<file path="src/design/rqpf_pkg.sv">
// Package for the ready queue: depth, widths, status codes and the
// control bundle that the sequencer sends along the row of queue cells.
// No dependencies.
package rqpf_pkg;

  localparam int QUEUE_DEPTH = 16;
  localparam int IDX_W       = $clog2(QUEUE_DEPTH);
  localparam int CNT_W       = $clog2(QUEUE_DEPTH + 1);
  localparam int ID_W        = 8;
  localparam int PRIO_W      = 8;
  localparam int STATUS_W    = 2;
  localparam int IN_DATA_W   = 16;
  localparam int OUT_DATA_W  = 24;

  typedef enum logic [STATUS_W-1:0] {
    STATUS_DONE  = 2'd0,
    STATUS_EMPTY = 2'd1,
    STATUS_FULL  = 2'd2
  } status_t;

  typedef enum logic {
    REQ_INSERT = 1'b0,
    REQ_REMOVE = 1'b1
  } req_t;

  // Operation applied by every cell in the same cycle.
  typedef enum logic [2:0] {
    CELL_HOLD,
    CELL_CLEAR,
    CELL_SEARCH,
    CELL_INSERT,
    CELL_SHIFT_OUT
  } cell_op_t;

  typedef struct packed {
    cell_op_t           op;
    logic [ID_W-1:0]    new_id;
    logic [PRIO_W-1:0]  new_prio;
    logic               mode;
  } cell_ctrl_t;

endpackage

</file>
<file path="src/design/ready_queue_priority_or_fifo.sv">
// Top level of the ready queue: a row of queue cells and their sequencer.
// Depends on rqpf_pkg, rqpf_cell and rqpf_ctrl.
//
// Channel   Direction  Signals                         Content
// in_       slave      tvalid tready tdata tuser       request: kind, id, priority
// out_      master     tvalid tready tdata             result: status, id, priority
// cfg_      write      wr_en wr_data                   priority_mode register
//
// A remove or a rejected request leaves the sequencer idle; its result is
// registered at acceptance. An accepted insert runs in steps: at acceptance
// the search marks are cleared, then the insert mark ripples one cell per
// cycle down the row, and a last step shifts the tail and writes the new
// entry. Reset (rst_n low, synchronous) empties the queue and selects plain
// tail mode; entry contents are not cleared. A new request is taken once the
// sequencer is idle and the result register is empty or being drained, so a
// stalled result channel holds off further requests.
module ready_queue_priority_or_fifo (
  input  logic                              clk,
  input  logic                              rst_n,
  input  logic                              in_tvalid,
  output logic                              in_tready,
  // tdata: [7:0] process_id, [15:8] priority_req
  input  logic [rqpf_pkg::IN_DATA_W-1:0]    in_tdata,
  // tuser: [0] req_type (0 insert, 1 remove)
  input  logic                              in_tuser,
  output logic                              out_tvalid,
  input  logic                              out_tready,
  // tdata: [1:0] status, [9:2] out_process_id, [17:10] out_priority,
  // [23:18] zero
  output logic [rqpf_pkg::OUT_DATA_W-1:0]   out_tdata,
  input  logic                              cfg_wr_en,
  input  logic                              cfg_wr_data
);
  import rqpf_pkg::*;

  cell_ctrl_t        ctrl;
  logic [CNT_W-1:0]  count;
  status_t           res_status;
  logic [ID_W-1:0]   res_id;
  logic [PRIO_W-1:0] res_prio;

  // Per-cell views of the row. Position 0 is the head of the queue.
  logic [QUEUE_DEPTH-1:0] occupied;
  logic [QUEUE_DEPTH-1:0] at_tail;
  logic [QUEUE_DEPTH-1:0] mark;
  logic [ID_W-1:0]        cell_id   [QUEUE_DEPTH];
  logic [PRIO_W-1:0]      cell_prio [QUEUE_DEPTH];

  rqpf_ctrl u_ctrl (
    .clk         (clk),
    .rst_n       (rst_n),
    .in_tvalid   (in_tvalid),
    .in_tready   (in_tready),
    .in_req      (in_tuser),
    .in_id       (in_tdata[7:0]),
    .in_prio     (in_tdata[15:8]),
    .out_tvalid  (out_tvalid),
    .out_tready  (out_tready),
    .out_status  (res_status),
    .out_id      (res_id),
    .out_prio    (res_prio),
    .cfg_wr_en   (cfg_wr_en),
    .cfg_wr_data (cfg_wr_data),
    .head_id     (cell_id[0]),
    .head_prio   (cell_prio[0]),
    .ctrl        (ctrl),
    .count       (count)
  );

  for (genvar i = 0; i < QUEUE_DEPTH; i++) begin : g_cell
    // Occupancy is derived from the count, so cells carry no valid bits.
    assign occupied[i] = (CNT_W'(i) < count);
    assign at_tail[i]  = (CNT_W'(i) == count);

    if (i == 0) begin : g_head
      rqpf_cell u_cell (
        .clk        (clk),
        .ctrl       (ctrl),
        .occupied   (occupied[i]),
        .at_tail    (at_tail[i]),
        .left_mark  (1'b0),
        .left_id    (ctrl.new_id),
        .left_prio  (ctrl.new_prio),
        .right_id   (cell_id[(i + 1) % QUEUE_DEPTH]),
        .right_prio (cell_prio[(i + 1) % QUEUE_DEPTH]),
        .mark       (mark[i]),
        .id         (cell_id[i]),
        .prio       (cell_prio[i])
      );
    end else if (i == QUEUE_DEPTH - 1) begin : g_last
      // The last cell has no right neighbor; on a remove it keeps its entry,
      // which then lies beyond the count and is never read.
      rqpf_cell u_cell (
        .clk        (clk),
        .ctrl       (ctrl),
        .occupied   (occupied[i]),
        .at_tail    (at_tail[i]),
        .left_mark  (mark[i - 1]),
        .left_id    (cell_id[i - 1]),
        .left_prio  (cell_prio[i - 1]),
        .right_id   (cell_id[i]),
        .right_prio (cell_prio[i]),
        .mark       (mark[i]),
        .id         (cell_id[i]),
        .prio       (cell_prio[i])
      );
    end else begin : g_mid
      rqpf_cell u_cell (
        .clk        (clk),
        .ctrl       (ctrl),
        .occupied   (occupied[i]),
        .at_tail    (at_tail[i]),
        .left_mark  (mark[i - 1]),
        .left_id    (cell_id[i - 1]),
        .left_prio  (cell_prio[i - 1]),
        .right_id   (cell_id[i + 1]),
        .right_prio (cell_prio[i + 1]),
        .mark       (mark[i]),
        .id         (cell_id[i]),
        .prio       (cell_prio[i])
      );
    end
  end

  assign out_tdata = {(OUT_DATA_W - STATUS_W - ID_W - PRIO_W)'(0),
                      res_prio, res_id, res_status};

endmodule

</file>
<file path="src/design/rqpf_cell.sv">
// One queue cell: holds one entry and a search mark, and trades entries
// with its neighbors. Depends on rqpf_pkg.
module rqpf_cell (
  input  logic                      clk,
  input  rqpf_pkg::cell_ctrl_t      ctrl,
  input  logic                      occupied,
  input  logic                      at_tail,
  input  logic                      left_mark,
  input  logic [rqpf_pkg::ID_W-1:0]   left_id,
  input  logic [rqpf_pkg::PRIO_W-1:0] left_prio,
  input  logic [rqpf_pkg::ID_W-1:0]   right_id,
  input  logic [rqpf_pkg::PRIO_W-1:0] right_prio,
  output logic                      mark,
  output logic [rqpf_pkg::ID_W-1:0]   id,
  output logic [rqpf_pkg::PRIO_W-1:0] prio
);
  import rqpf_pkg::*;

  logic [ID_W-1:0]   id_r,   id_nxt;
  logic [PRIO_W-1:0] prio_r, prio_nxt;
  logic              mark_r, mark_nxt;
  logic              greater;

  // This entry is one the new request must go in front of.
  assign greater = ctrl.mode & occupied & (ctrl.new_prio < prio_r);

  always_comb begin
    id_nxt   = id_r;
    prio_nxt = prio_r;
    mark_nxt = mark_r;
    case (ctrl.op)
      CELL_CLEAR:  mark_nxt = 1'b0;
      // The mark ripples one cell per cycle; it becomes a prefix OR.
      CELL_SEARCH: mark_nxt = left_mark | greater;
      CELL_INSERT: begin
        if (occupied || at_tail) begin
          if (mark_r && left_mark) begin
            id_nxt   = left_id;
            prio_nxt = left_prio;
          end else if (mark_r || at_tail) begin
            id_nxt   = ctrl.new_id;
            prio_nxt = ctrl.new_prio;
          end
        end
      end
      CELL_SHIFT_OUT: begin
        id_nxt   = right_id;
        prio_nxt = right_prio;
      end
      default: ;
    endcase
  end

  always_ff @(posedge clk) begin
    id_r   <= id_nxt;
    prio_r <= prio_nxt;
    mark_r <= mark_nxt;
  end

  assign mark = mark_r;
  assign id   = id_r;
  assign prio = prio_r;

endmodule

</file>
<file path="src/design/rqpf_ctrl.sv">
// Sequencer for the ready queue: request handshake, mode register, entry
// count, search step counter and the result register. Depends on rqpf_pkg.
module rqpf_ctrl (
  input  logic                        clk,
  input  logic                        rst_n,
  input  logic                        in_tvalid,
  output logic                        in_tready,
  input  logic                        in_req,
  input  logic [rqpf_pkg::ID_W-1:0]   in_id,
  input  logic [rqpf_pkg::PRIO_W-1:0] in_prio,
  output logic                        out_tvalid,
  input  logic                        out_tready,
  output rqpf_pkg::status_t           out_status,
  output logic [rqpf_pkg::ID_W-1:0]   out_id,
  output logic [rqpf_pkg::PRIO_W-1:0] out_prio,
  input  logic                        cfg_wr_en,
  input  logic                        cfg_wr_data,
  input  logic [rqpf_pkg::ID_W-1:0]   head_id,
  input  logic [rqpf_pkg::PRIO_W-1:0] head_prio,
  output rqpf_pkg::cell_ctrl_t        ctrl,
  output logic [rqpf_pkg::CNT_W-1:0]  count
);
  import rqpf_pkg::*;

  typedef enum logic [1:0] {
    ST_IDLE,
    ST_SEARCH,
    ST_APPLY
  } state_t;

  state_t            state_r;
  logic              mode_r;
  logic [CNT_W-1:0]  count_r;
  logic [IDX_W-1:0]  step_r;
  logic [ID_W-1:0]   new_id_r;
  logic [PRIO_W-1:0] new_prio_r;
  logic              out_valid_r;
  status_t           out_status_r;
  logic [ID_W-1:0]   out_id_r;
  logic [PRIO_W-1:0] out_prio_r;
  logic              accept;
  logic              full;
  logic              empty;

  assign in_tready = (state_r == ST_IDLE) && (!out_valid_r || out_tready);
  assign accept    = in_tvalid && in_tready;
  assign full      = (count_r == CNT_W'(QUEUE_DEPTH));
  assign empty     = (count_r == '0);

  always_comb begin
    ctrl.op       = CELL_HOLD;
    ctrl.new_id   = new_id_r;
    ctrl.new_prio = new_prio_r;
    ctrl.mode     = mode_r;
    case (state_r)
      ST_IDLE: begin
        if (accept) begin
          if (in_req == REQ_REMOVE) begin
            if (!empty) ctrl.op = CELL_SHIFT_OUT;
          end else if (!full) begin
            ctrl.op = CELL_CLEAR;
          end
        end
      end
      ST_SEARCH: ctrl.op = CELL_SEARCH;
      ST_APPLY:  ctrl.op = CELL_INSERT;
      default:   ctrl.op = CELL_HOLD;
    endcase
  end

  always_ff @(posedge clk) begin
    if (!rst_n) begin
      state_r     <= ST_IDLE;
      mode_r      <= 1'b0;
      count_r     <= '0;
      step_r      <= '0;
      out_valid_r <= 1'b0;
    end else begin
      if (cfg_wr_en) mode_r <= cfg_wr_data;
      if (accept) begin
        out_valid_r <= 1'b1;
      end else if (out_tready) begin
        out_valid_r <= 1'b0;
      end
      case (state_r)
        ST_IDLE: begin
          if (accept) begin
            if ((in_req == REQ_REMOVE) && !empty) begin
              out_status_r <= STATUS_DONE;
              out_id_r     <= head_id;
              out_prio_r   <= head_prio;
              count_r      <= count_r - CNT_W'(1);
            end else begin
              out_id_r   <= '0;
              out_prio_r <= '0;
              if (in_req == REQ_REMOVE) begin
                out_status_r <= STATUS_EMPTY;
              end else if (full) begin
                out_status_r <= STATUS_FULL;
              end else begin
                out_status_r <= STATUS_DONE;
                new_id_r     <= in_id;
                new_prio_r   <= in_prio;
                step_r       <= '0;
                state_r      <= ST_SEARCH;
              end
            end
          end
        end
        ST_SEARCH: begin
          step_r <= step_r + IDX_W'(1);
          if (step_r == IDX_W'(QUEUE_DEPTH - 1)) state_r <= ST_APPLY;
        end
        ST_APPLY: begin
          count_r <= count_r + CNT_W'(1);
          state_r <= ST_IDLE;
        end
        default: state_r <= ST_IDLE;
      endcase
    end
  end

  assign out_tvalid = out_valid_r;
  assign out_status = out_status_r;
  assign out_id     = out_id_r;
  assign out_prio   = out_prio_r;
  assign count      = count_r;

endmodule

</file>
<file path="config.mk">
export PLATFORM = sky130hd
export DESIGN_NAME = ready_queue_priority_or_fifo
export DESIGN_NICKNAME = d
export VERILOG_FILES = /design/src/design/rqpf_pkg.sv /design/src/design/ready_queue_priority_or_fifo.sv /design/src/design/rqpf_cell.sv /design/src/design/rqpf_ctrl.sv
export SDC_FILE = /design/constraint.sdc
export NUM_CORES = 1
export LEC_CHECK = 0
export BUFFER_PORTS_ARGS = -buffer_cell sky130_fd_sc_hd__buf_4
export CORE_UTILIZATION = 51
export CTS_CLUSTER_DIAMETER = 120
export CTS_CLUSTER_SIZE = 8
export DETAILED_ROUTE_END_ITERATION = 12
export PLACE_DENSITY = 0.67
export SYNTH_ARGS = -nofsm -noshare
export SYNTH_HDL_FRONTEND = slang
export SYNTH_SLANG_ARGS = --single-unit
</file>
<file path="constraint.sdc">
create_clock -name clk -period 6.35 [get_ports clk]
set_input_delay 0.3175 -clock clk [delete_from_list [all_inputs] [get_ports clk]]
set_output_delay 0.3175 -clock clk [all_outputs]
set_load 0.01 [all_outputs]
</file>
==> impl_metrics.yaml <==
clocking:
  buffers_inserted_during_post_cts_setup_optimization: 0
  cts.root.buffer_cell: "clkbuf_16"
  cts_resized: 0
  clock_path_buffers: 3
  cts-buffers-inserted: 45
  tritoncts: "done"
  clock_sink_count: 319
  clkLatencyLatePin_ns: 0.57
  htree_levels: 2
  clock_slew_at_reported_path_ffs_ns: 0.06
detailed_routing:
  dr.pass1.iters: 5
  vias: 11900
  remaining_drc_errors: 0
  detail_route.iter0.violations: 654
  routedWlPerCell_um: 19.9
  postRouteWirelength_mm: 41.5
  detail-route-antenna-nets: 0
  post_drt_via_cell_ratio: 5.68
worst_setup_path:
  cp-end-kind: "flop"
  crit_arrival_ns: 4.32
  endpoint: "g_cell[12].g_mid.u_cell.id[1]"
  worst_reg2reg_path_startpoint: "u_ctrl.count[1]"
  r2r_end: "g_cell[12].g_mid.u_cell.id[1]"
  reg2regPathDepth: 6
  required_ns: 6.54
  worstSetupStartpoint: "u_ctrl.count[1]"
  worst-path-max-fanout: 34
  crit_path_start_kind: "flop"
  timing.setup.critical_path_class: "flop to flop"
  reg2reg_setup_slack_ns: 2.21
cells_and_area:
  drive_gt1_share_pct: 18.0
  num_antenna_cells: 0
  area.growth.synth_to_final_pct: 10.6
  final_cells: 2091
  layout.nets: 1710
pwr:
  comb_power_share_pct: 28.2
  power.switching_w: 0.00219
  cellLeakagePower_nw: 9.29
  pwr_density_cell_nw_per_um2: 331
  seqPwrFrac_pct: 41.0
  irDropWorstVdd_v: 0.000202
  swShare_pct: 30.7
  clock_power_share_pct: 30.8
  p_int_w: 0.00495
place:
  portBuffers: 42
  final_weighted_congestion_of_routability_driven_global_placement: 0.849
  dp.final_hpwl_mm: 29.4
  post-place-cells: 2010
  dpl_worst_slack_ns: 2.25
floorplan:
  floorplan.die.height_um: 198
  num_io_pins: 49
  fp.dieArea_um2: 39000
  coreArea_um2: 37700
  total_number_of_placement_rows: 71
  fp.dieW_um: 198
  initial_util_pct: 51.8
timing:
  max_clock_freq_mhz: 242
  tmin_final_ns: 4.14
  worst_slew_margin_rel_pct: 26.3
  timing.final.max_slew_violations: 0
  final_hold_viol_count: 0
  fin_skew_ns: 0.0189
  post-route-worst-setup-slack_ns: 2.21
  setup_viol: 0
  rsz0062_at_grt: "no"
  hold_ws_ns: 0.104
  final.period_utilization_pct: 65.1
  final.setup.tns_ns: 0
  slew_worst_pin_ns: 1.11
global_route:
  met1_capacity_usage_during_global_routing_pct: 29.7
  antenna_found_initial: 0
  global_route.usage.total_pct: 22.0
  vias_in_the_first_global_route: 12500
  pin_count_of_the_biggest_net_entering_global_routing: 164
  gr-total-overflow: 0
  grt.met3_usage_pct: 3.00
  grt.busiest_layer: "met2"
  grt_first_pass_wirelength_mm: 67.7
  met2_usage_pct: 36.1
yosys:
  postSynthCellCount: 1517
  synth.lib_cells_used.distinct: 59
  syn_avg_cell_area_um2: 12.9
  ys_warn_count: 0
  ys.flop_type: "edfxtp_1"
  ffs_latches_synth: 319
  syn-cell-area_um2: 19500
  synth_enable_flop_cells: 306
  seq_total_area_yosys_pct: 48.5
  synth_async_sr_flop_share_pct: 0
flow_run:
  timing.max_cap.violations: 0
min_path:
  hold_crit_path_type: "input port to flop"
outcome:
  outcome: "complete, no violations"
worst min-delay path by stage:
stage / startpoint / endpoint / slack (ns) / depth (start not counted)
after floorplan: in_tdata[0] / u_ctrl.new_id_r[0] / 0.42 / 0
final: rst_n / u_ctrl.count[1] / 0.10 / 3
after global placement: u_ctrl.step_r[1] / u_ctrl.step_r[1] / 0.47 / 2
after detailed placement: u_ctrl.step_r[1] / u_ctrl.step_r[1] / 0.49 / 2
after CTS: rst_n / u_ctrl.count[1] / 0.08 / 3
after global routing: rst_n / u_ctrl.count[1] / 0.11 / 3
power groups by stage:
stage	logic, W	registers, W	clock network (W)
2_1_floorplan	0.00158	0.00289	0
3_3_place_gp	0.00195	0.00295	0
3_5_place_dp	0.00200	0.00296	0
4_1_cts	0.00202	0.00292	0.00226
5_1_grt	0.00220	0.00295	0.00234
6_report	0.00201	0.00293	0.00220
sequential cells by signal, indices dropped and copies added, names as in the netlist, 8 cells and up:
register and cells:
u_ctrl.new_id_r 8, u_ctrl.new_prio_r 8, g_cell.g_mid.u_cell.mark 14, g_cell.g_last.u_cell.prio 8, g_cell.g_mid.u_cell.id 112, u_ctrl.out_prio 8
g_cell.g_head.u_cell.prio 8, u_ctrl.out_id 8, g_cell.g_mid.u_cell.prio 112, g_cell.g_last.u_cell.id 8, g_cell.g_head.u_cell.id 8
stage by stage:
step	utilization, %	cell area (um^2)	power [W]
floorplan	-	19500	0.00447
global placement	53.5	20100	0.00490
detailed placement	53.5	20100	0.00496
CTS	57.3	21600	0.00720
global route	57.3	21600	0.00749
finish	57.3	21600	0.00714
layer usage:
layer  up-vias  share of wire, %
met5         -                 0
met4         0               2.4
met3        67               3.3
met2       206                47
met1      5815                47
li1       5781                 -
cells in the mapped netlist, drive strengths merged (26+ instances only):
cell / number / area, um^2
a21oi: 26 / 153
buf: 43 / 375
clkbuf: 49 / 184
edfxtp: 306 / 9190
ha: 123 / 1540
inv: 120 / 450
mux2: 277 / 3120
mux2i: 200 / 2000
nand2: 67 / 251
nor2: 29 / 109
o21ai: 34 / 170
worst max-delay path, stage by stage (launching register included):
cell	delay, ns
dfxtp_1	0.67
inv_1	0.27
ha_1	0.35
or4b_4	0.39
nand4_4	0.69
buf_4	0.55
a21oi_2	0.81
cells by family after synthesis:
family                   after synthesis  share of synthesized area [%]
AND/OR/NAND/NOR                      218                           5.96
flip-flops                           319                           48.5
AO/OA/AOI/OAI                        166                           6.16
XOR/XNOR                               1                         0.0449
buffers and inverters                212                           5.18
multiplexers                         477                           26.3
adder cells (fa/ha/maj)              123                           7.89
other                                  1                         0.0192
layout make-up:
cell class | count | area, um^2
fillers | 3108 | 16100
inverters | 120 | 450
multi-input cells | 991 | 9070
flip-flops and latches | 319 | 9450
repair buffers | 87 | 711
clock buffers | 61 | 1210
clock inverters | 2 | 36.3
well taps | 511 | 639
layout by cell type, fill, tap and decap left out, types with 4 or more instances in the layout:
cell type and n:
conb_1 6, nand3_1 20, clkbuf_16 46, a21oi_1 20, edfxtp_1 306, mux2_2 147
a2111oi_0 4, nor3_1 6, a31oi_1 11, nand2b_1 18, o21ai_0 34, a211oi_1 20
a21o_1 11, nor3b_1 13, dlygate4sd3_1 18, nor2b_1 6, ha_1 123, or3_1 5
nand2_1 67, o21bai_1 13, nor2_1 29, and3b_1 6, o31ai_1 4, mux2i_1 200
a221oi_1 9, inv_1 120, clkbuf_1 15, a21oi_2 6, nand4_1 19, and3_1 13
mux2_1 130, a32oi_2 4, dfxtp_1 13, buf_4 68
what timing repair did:
action / 4_1_cts / 5_1_grt
hold buffers: 18 / 0
endpoints found under the hold margin: 17 / 0
setup endpoints to repair: 0 / 0
Power figures use the tool's default switching activity.
